===== src/rtl/bfa_ram.sv =====
// Generic simple dual-port RAM: one write port, one read port, registered read.
// Standalone; used for the free-space table and the tag record table.
`timescale 1ns / 1ps
module bfa_ram #(
	parameter int WIDTH = 8,
	parameter int DEPTH = 16
) (
	input  logic                     clk,
	input  logic                     we,
	input  logic [$clog2(DEPTH)-1:0] waddr,
	input  logic [WIDTH-1:0]         wdata,
	input  logic [$clog2(DEPTH)-1:0] raddr,
	output logic [WIDTH-1:0]         rdata
);

	logic [WIDTH-1:0] mem [DEPTH];

	always_ff @(posedge clk) begin
		if (we) begin
			mem[waddr] <= wdata;
		end
		rdata <= mem[raddr];
	end

endmodule


===== config.mk =====
export PLATFORM = sky130hd
export DESIGN_NAME = bfa_ram
export DESIGN_NICKNAME = d
export VERILOG_FILES = /design/src/rtl/bfa_ram.sv
export SDC_FILE = /design/constraint.sdc
export NUM_CORES = 1
export LEC_CHECK = 0
export BUFFER_PORTS_ARGS = -buffer_cell sky130_fd_sc_hd__buf_2
export CORE_UTILIZATION = 54
export DETAILED_ROUTE_END_ITERATION = 8
export GPL_TIMING_DRIVEN = 0
export PLACE_DENSITY = 0.74
export SYNTH_ARGS = -nofsm -noshare
export SYNTH_HDL_FRONTEND = slang
export SYNTH_SLANG_ARGS = --single-unit

===== constraint.sdc =====
create_clock -name clk -period 1.7 [get_ports clk]
set_clock_uncertainty 0.1 [all_clocks]
set_input_delay 0.085 -clock clk [delete_from_list [all_inputs] [get_ports clk]]
set_output_delay 0.085 -clock clk [all_outputs]
set_load 0.03 [all_outputs]

# After elaboration in Yosys (flattened, before gate mapping)
# Memories as Yosys holds them, arrays and structs flattened. A register that Yosys moved wholly into a read port is not among the register bits.
# Cells that the tools add are included.
# Widths: inputs -> output; s select.
dict set report totals {
  ff_bits 0
  ramBits 128
  in_bits 18
  out_inout_bits 8
  elab_cells 3
  n_memories 1
}
dict set report classes {
  muxes 2
}
# memory words width read_ports rd_clocked_by_memory_dff wr line_no
set mem_list {}
lappend mem_list {mem 16 8 1 1 1 16} ;# logic [WIDTH-1:0] mem [DEPTH];
# cell count
set ops {}
lappend ops {{$mux 1} 2}

# Longest topological paths before layout
# Gate-level depths: netlist (run 1).
dict set report logic_depth {
  ltp_word 2
  mapped_depth 5
  ltp_nobuf 3
}

# Worst setup path after synthesis (run 1)
# Ideal clock, no wire load.
dict set report synth_timing {
  path_kind {input-to-reg}
  start {input waddr[2]}
  end {memory mem[0][0], enable pin}
  setup_time_ps 383
  t_arrival_ps 1195
  t_required_ps 1217
  slack_ps 22
  path_stages 2
  n_path_buf 0
  path_cell_list {or3b_2 nor3_1}
}
# item line_no
set synth_rtl {}
lappend synth_rtl {{from (decl)} 10} ;# input logic [$clog2(DEPTH)-1:0] waddr,
lappend synth_rtl {{to (decl)} 16}
# No word-level cell before the write port.

==> results of run 1 <==
## layout make-up
class	count	share of cell area, %
plain buffers	10	1.40
clock buffers	20	7.06
well taps	129	2.62
flip-flops and latches	136	64.9
multi-input cells	83	17.2
clock inverters	12	3.23
repair buffers	34	3.57
## cell families after synthesis
| logic type | synth area share (%) |
|---|---|
| mux | 15.0 |
| flops | 77.8 |
| simple gates | 3.18 |
| compound gates | 2.33 |
| buf+inv | 1.68 |
## repair_timing
item,4_1_cts,5_1_grt
gates resized for setup,0,1
endpoints found under the hold margin,128,8
hold buffers,8,2
endpoints found under the setup margin,0,8
## worst max-delay path by stage
| stage | endpoint | depth (start not counted) |
|---|---|---|
| 2_1_floorplan | mem[0][0]$_DFFE_PP_ | 2 |
| 3_3_place_gp | mem[0][7]$_DFFE_PP_ | 3 |
| 3_5_place_dp | mem[0][7]$_DFFE_PP_ | 3 |
| 4_1_cts | mem[0][6]$_DFFE_PP_ | 3 |
| 5_1_grt | rdata[3]$_DFF_P_ | 3 |
| 6_report | rdata[3]$_DFF_P_ | 3 |
## state kept, by name (all words and copies together) (netlist names)
register,flops
mem,128
rdata,8
## Yosys cell counts
cell type and number:
sky130_fd_sc_hd__edfxtp_1 128, sky130_fd_sc_hd__mux4_2 18, sky130_fd_sc_hd__a22oi_1 16, sky130_fd_sc_hd__mux4_1 14, sky130_fd_sc_hd__nor2_1 13, sky130_fd_sc_hd__nand2_1 9, sky130_fd_sc_hd__dfxtp_1 8, sky130_fd_sc_hd__nor3_1 4
sky130_fd_sc_hd__buf_2 3, sky130_fd_sc_hd__buf_6 3, sky130_fd_sc_hd__clkdlybuf4s25_2 3, sky130_fd_sc_hd__nand2b_1 2, sky130_fd_sc_hd__nand3b_1 2, sky130_fd_sc_hd__and2_1 1, sky130_fd_sc_hd__and2b_1 1, sky130_fd_sc_hd__buf_4 1
sky130_fd_sc_hd__nand3_1 1, sky130_fd_sc_hd__nor2b_1 1, sky130_fd_sc_hd__or3b_2 1
## per-stage QoR
step	total power [uW]	area (um^2)	utilization [%]	TNS, ps
after floorplan	4070	5150	-	0
after global placement	4210	5430	58.8	-11140
after detailed placement	4230	5430	58.8	-12830
after CTS	8080	6140	66.5	0
after global routing	8250	6170	66.8	0
final	8030	6170	66.8	0
## power by group through the flow
stage / clock, uW / sequential (uW) / combinational, uW
after CTS: 3900 / 3770 / 412
after floorplan: 0 / 3880 / 190
after global routing: 4030 / 3770 / 441
after global placement: 0 / 3830 / 384
after detailed placement: 0 / 3840 / 394
final: 3850 / 3770 / 412
## routing by layer
metal  routed length (um)  share of wire [%]
met1                 4210                 44
met5                    0                  0
met4                   89               0.93
met3                  618                6.5
met2                 4640                 49
## critical path: cells and delay by family, from the launching register on
family          cells  cell delay [ps]
simple gates        1               80
flops               1              380
mux                 1              530
compound gates      1              280
==> parameters.txt, run 1 <==
Parameter                              Value

Route
  WL per Instance    22.5 um
  Via-to-Cell Ratio    roughly 5.7
  Drt drc    0
  Total Wirelength    between 9000 and 10,000 um
  Via count    2,436
  Violation count after the first detailed-route iteration    205
  Antenna Nets Post-Route    0
  Number of search-and-repair iterations in the first detailed-routing pass    4

Synth
  Number of standard cells after synthesis    229
  Number of flip-flops and latches in the synthesized netlist    136
  Avg Synthesized Cell Area    22.5 um^2
  Portion of the post-synthesis area used by sequential elements    77.8%
  Largest cells by area after synthesis    sky130_fd_sc_hd__edfxtp_1 (75%), sky130_fd_sc_hd__mux4_2 (7.9%), sky130_fd_sc_hd__mux4_1 (7.1%)
  Synth top area share    ~75%
  Syn Std Cell Area    about 0.0051 mm^2
  Synth unique cells    19
  Syn. warnings    0
  Area leader, netlist    sky130_fd_sc_hd__edfxtp_1
  Synth Net Count    around 250

Placement
  Final HPWL from detailed placement    around 5700 um
  Weighted congestion at the end of routability-driven global placement    around 0.70
  Post-placement worst setup slack    -520 ps
  Instance count after placement with tap cells included    382
  Number of I/O port buffers    24

Power and ir drop
  Switching power total    about 1500 uW
  Static Leakage    between 0.002 and 0.0025 uW
  Net Sw Frac    approximately a fifth
  Clock network fraction of total power    a little under half
  Power Density    around 1300 mW/mm^2
  Cell internal power dissipation    roughly 6500 uW
  Combinational fraction of design power    5.1%
  Peak supply drop    962 uV
  Flop pwr share    a little under half

Critical path
  Critical path data arrival time    about 1800 ps
  Startpoint of the worst-slack reg-to-reg timing path    mem[2][3]$_DFFE_PP_
  Cell chain of the critical path    mux4_1, a22oi_1, nand2_1
  Crit path launch    mem[2][3]$_DFFE_PP_
  Minimum setup slack among reg-to-reg paths    ~210 ps
  Stage delay of the slowest cell on the critical path    530 ps
  Required time of the critical path    between 1500 and 2000 ps
  Worst R2R Path Depth    3
  CP max FO    1
  Crit path max-delay cell type    sky130_fd_sc_hd__mux4_1
  Worst r2r dst    rdata[3]$_DFF_P_
  Crit end category    flop
  Path type of the worst setup path    reg2reg
  Startpoint kind of the worst setup timing path    flop

GRT
  Largest net degree at the start of global routing    17
  Met2 Resource Use GR    about 31%
  First-pass GRT wire length    approximately 14,000 um
  Gr ovfl total    0
  Met3 Usage GRT    approximately 5.2%
  Antenna violations before repair    0
  Fraction of met1 tracks used by global routing    between 30% and 40%
  Via count of the first global-routing pass    2,370
  Overall routing resource usage    a little over a fifth
  Most utilized layer in the global route result    met1

Clock network
  Clock Latency Late Sink    approximately 510 ps
  Reg clk slew, reported paths    roughly 60 ps
  Number of buffers added by the clock tree synthesis step    17
  Sinks on Clock Net    about 140
  CTS Root Buffer Type    sky130_fd_sc_hd__clkbuf_8
  # H-tree levels    4
  Number of setup buffers added after CTS    0
  Clock tree from TritonCTS    yes
  Clk buf depth    2

Die
  Ports    26
  Placement row count    35
  Vertical extent of the die    between 90 and 100 um
  Die X    between 90 and 100 um
  Die outline area    roughly 0.0099 mm^2
  Effective utilization at floorplan    a little under three fifths
  Area inside the core boundary    a little over 0.009 mm^2

Cells and area
  Leading cell types in the layout, fill and taps excluded    sky130_fd_sc_hd__edfxtp_1 (128), sky130_fd_sc_hd__buf_2 (27), sky130_fd_sc_hd__mux4_2 (18), sky130_fd_sc_hd__a22oi_1 (16), sky130_fd_sc_hd__clkbuf_16 (16)
  Fill cell instance count of the final layout    just under 600
  Area used by multi-input combinational logic    between 0.001 and 0.0015 mm^2
  Non-filler cells in the finished layout    424
  Number of nets in the layout    300
  Most frequent standard cell in the layout excluding fill and tap cells    sky130_fd_sc_hd__edfxtp_1
  Antenna diode count    0
  Fraction of layout cells with a size suffix above 1    28.5%
  Synthesis-to-finish area growth    19.8%
  Sequential cell area    0.00400 mm^2

STA
  PnR worst setup slack    ~210 ps
  Post-route clock period utilization    87.7%
  Max transition margin    a little over an eighth
  Fmax    roughly 670 MHz
  Number of failing hold endpoints at the final stage    0
  Fin. max-slew vios    0
  RSZ-0062 raised after global routing    false
  Final Hold Slack    around 10 ps
  Final setup violation count    0
  Final worst path period need    1490 ps
  Slew at the pin closest to its max-slew limit    around 1300 ps

Run status
  Result of the run    finished clean

Worst hold path
  Source of the worst hold timing path    raddr[0]
  Worst hold stages    4
  Worst min-delay path class    in2reg
  Min-Delay Endpoint    rdata[7]$_DFF_P_

Flow run
  Max-cap violation count    0
Note: power is estimated with default switching activity, not from simulation.
==> inputs of run 2 (changes only) <==
- CORE_UTILIZATION: 54 -> 43
- CTS_CLUSTER_DIAMETER: not set -> 40
- PLACE_DENSITY: 0.74 -> not set
==> run 2 against run 1 <==
Effect of this change:
- the run now ends with DRC left
- global-route usage is 4.0 points lower
- final cell count is 2.8% higher
- design area hardly changed
- sequential share of layout area hardly changed
- total power is 1.1% higher
- combinational power hardly changed
- utilization is 13 points lower
- routed wire length is 3.4% higher
- sequential cell count stayed put
- clock power is 2% higher
- sequential power hardly changed
- non-clock buffer count is 2 lower
- critical endpoint is now mem[8][3]$_DFFE_PP_
==> parameters.txt, run 2 (synthesis gave the netlist of run 1 again) <==
Parameter                              Value

Route
  Drt drc    2 (+2)
  Via-to-Cell Ratio    5.52 (-3.9%)
  Total Wirelength    9890 um (+3.4%)
  Violation count after the first detailed-route iteration    149 (-27%)
  Number of search-and-repair iterations in the first detailed-routing pass    7 (+3)
  WL per Instance    22.7 um (+0.58%)
  Antenna Nets Post-Route    0 (unchanged)
  Via count    2,407 (-1.2%)

STA
  Slew at the pin closest to its max-slew limit    1270 ps (-24.2 ps)
  Final worst path period need    1550 ps (+61.4 ps)
  Number of failing hold endpoints at the final stage    0 (unchanged)
  PnR worst setup slack    147 ps (-61.4 ps)
  Accumulated negative setup slack    0 ps (unchanged)
  Post-route clock period utilization    91.3% (+3.6 points)
  Fmax    644 MHz (-4.0%)
  Fin. max-slew vios    0 (unchanged)
  RSZ-0062 raised after global routing    false
  Max transition margin    14.7% (+1.6 points)
  Final setup violation count    0 (unchanged)

Placement
  Post-placement worst setup slack    -526 ps (-5.97 ps)
  Number of I/O port buffers    24 (unchanged)
  Weighted congestion at the end of routability-driven global placement    0.726 (+3.2%)
  Final HPWL from detailed placement    6110 um (+6.3%)

Worst hold path
  Worst min-delay path class    in2reg
  Worst hold stages    4 (unchanged)
  Min-Delay Endpoint    rdata[7]$_DFF_P_
  Source of the worst hold timing path    raddr[1]

Cells and area
  Final core utilization    53.3% (-13 points)
  Leading registers by flop count    mem x128, rdata x8
  Number of flip-flops in the largest register    128 (unchanged)
  Fraction of layout cells with a size suffix above 1    29.0% (+0.54 points)
  Fill cell instance count of the final layout    873 (+49%)
  Leading cell types in the layout, fill and taps excluded    sky130_fd_sc_hd__edfxtp_1 (128), sky130_fd_sc_hd__buf_2 (27), sky130_fd_sc_hd__mux4_2 (18), sky130_fd_sc_hd__clkbuf_16 (17), sky130_fd_sc_hd__a22oi_1 (16)
  Register containing the most flip-flops in the final layout    mem
  Most frequent standard cell in the layout excluding fill and tap cells    sky130_fd_sc_hd__edfxtp_1
  Number of nets in the layout    298 (-0.67%)
  Antenna diode count    0 (unchanged)
  Synthesis-to-finish area growth    19.8% (about the same)

GRT
  Largest net degree at the start of global routing    17 (unchanged)
  Overall routing resource usage    17.2% (-4.0 points)
  First-pass GRT wire length    14,700 um (+3.5%)
  Via count of the first global-routing pass    2,439 (+2.9%)
  Gr ovfl total    0 (unchanged)
  Antenna violations before repair    0 (unchanged)

Clock network
  CTS Root Buffer Type    sky130_fd_sc_hd__clkbuf_16
  Sinks on Clock Net    136 (unchanged)
  # H-tree levels    4 (unchanged)
  Number of buffers added by the clock tree synthesis step    17 (unchanged)
  Clock tree from TritonCTS    yes
  Number of setup buffers added after CTS    0 (unchanged)
  Clk buf depth    2 (unchanged)
  Reg clk slew, reported paths    50 ps (about the same)
  Clock Latency Late Sink    410 ps (-100 ps)

Die
  Ports    26 (unchanged)
  Die X    111 um (+12%)
  Placement row count    39 (+11%)
  Die outline area    0.0124 mm^2 (+25%)
  Effective utilization at floorplan    44.5% (-11 points)
  Vertical extent of the die    111 um (+12%)
  Area inside the core boundary    0.0116 mm^2 (+25%)

Critical path
  Minimum setup slack among reg-to-reg paths    150 ps (-60 ps)
  Crit end category    flop
  Worst R2R Path Depth    3 (unchanged)
  Worst r2r dst    rdata[7]$_DFF_P_
  Path type of the worst setup path    in2reg
  Startpoint of the worst-slack reg-to-reg timing path    mem[11][7]$_DFFE_PP_
  Required time of the critical path    1620 ps (-370 ps)
  CP max FO    8 (+7)
  Critical path data arrival time    1470 ps (-310 ps)
  Startpoint kind of the worst setup timing path    input pin

Power and ir drop
  Power Density    1320 mW/mm^2 (+1.2%)
  Static Leakage    0.00208 uW (-0.56%)
  Peak supply drop    588 uV (-39%)

Run status
  Result of the run    complete, but fails checks
  Failing checks    DRC

Flow run
  Max-cap violation count    0 (unchanged)
-- run 2: worst max path at each step --
stage	start	end	slack [ps]	cells after the start
floorplan	waddr[2]	mem[0][0]$_DFFE_PP_	20	2
global placement	waddr[2]	mem[0][1]$_DFFE_PP_	-590	3
detailed placement	waddr[2]	mem[0][1]$_DFFE_PP_	-530	3
CTS	mem[0][0]$_DFFE_PP_	rdata[0]$_DFF_P_	120	3
global route	mem[0][0]$_DFFE_PP_	rdata[0]$_DFF_P_	30	3
finish	waddr[2]	mem[8][3]$_DFFE_PP_	150	3
-- run 2: power by group --
group	leakage [uW]	internal, uW	switching [uW]
Clock	0.000305	2590	1350
Sequential	0.00122	3750	16.5
Combinational	0.000549	161	251
-- run 2: worst max-delay path, cell delays in order --
cell                       delay [ps]
sky130_fd_sc_hd__buf_2            110
sky130_fd_sc_hd__nand3b_1         250
sky130_fd_sc_hd__nor3_1          1010
-- run 2: layout make-up --
| class | count | area (um^2) | share of cell area (%) |
|---|---|---|---|
| sequential | 136 | 4000 | 64.9 |
| multi-input combinational | 83 | 1060 | 17.2 |
| clock buffer | 18 | 429 | 6.96 |
| clock inverter | 14 | 206 | 3.35 |
| timing repair buffer | 32 | 200 | 3.25 |
| tap | 143 | 179 | 2.90 |
| buffer | 10 | 86.3 | 1.40 |
-- run 2: metrics by stage --
step / area [um^2] / hold slack (ps) / cells / power (uW)
2_1_floorplan: 5150 / 83.9 / 229 / 4070
3_5_place_dp: 5450 / 403 / 396 / 4240
6_report: 6170 / 66.2 / 436 / 8120
5_1_grt: 6170 / 79.4 / 436 / 8320
4_1_cts: 6170 / 49.3 / 436 / 8150
3_3_place_gp: 5450 / 383 / 396 / 4230
-- run 2: timing repair --
item / 4_1_cts / 5_1_grt
endpoints found under the hold margin: 121 / 0
gates resized for setup: 1 / 0
hold buffers: 8 / 0
endpoints found under the setup margin: 8 / 0
-- run 2: metal layers --
layer	global-route usage [%]	wire (um)
met3	3.65	568
met4	8.20	177
met5	0	0
met2	26.8	4740
met1	23.4	4400
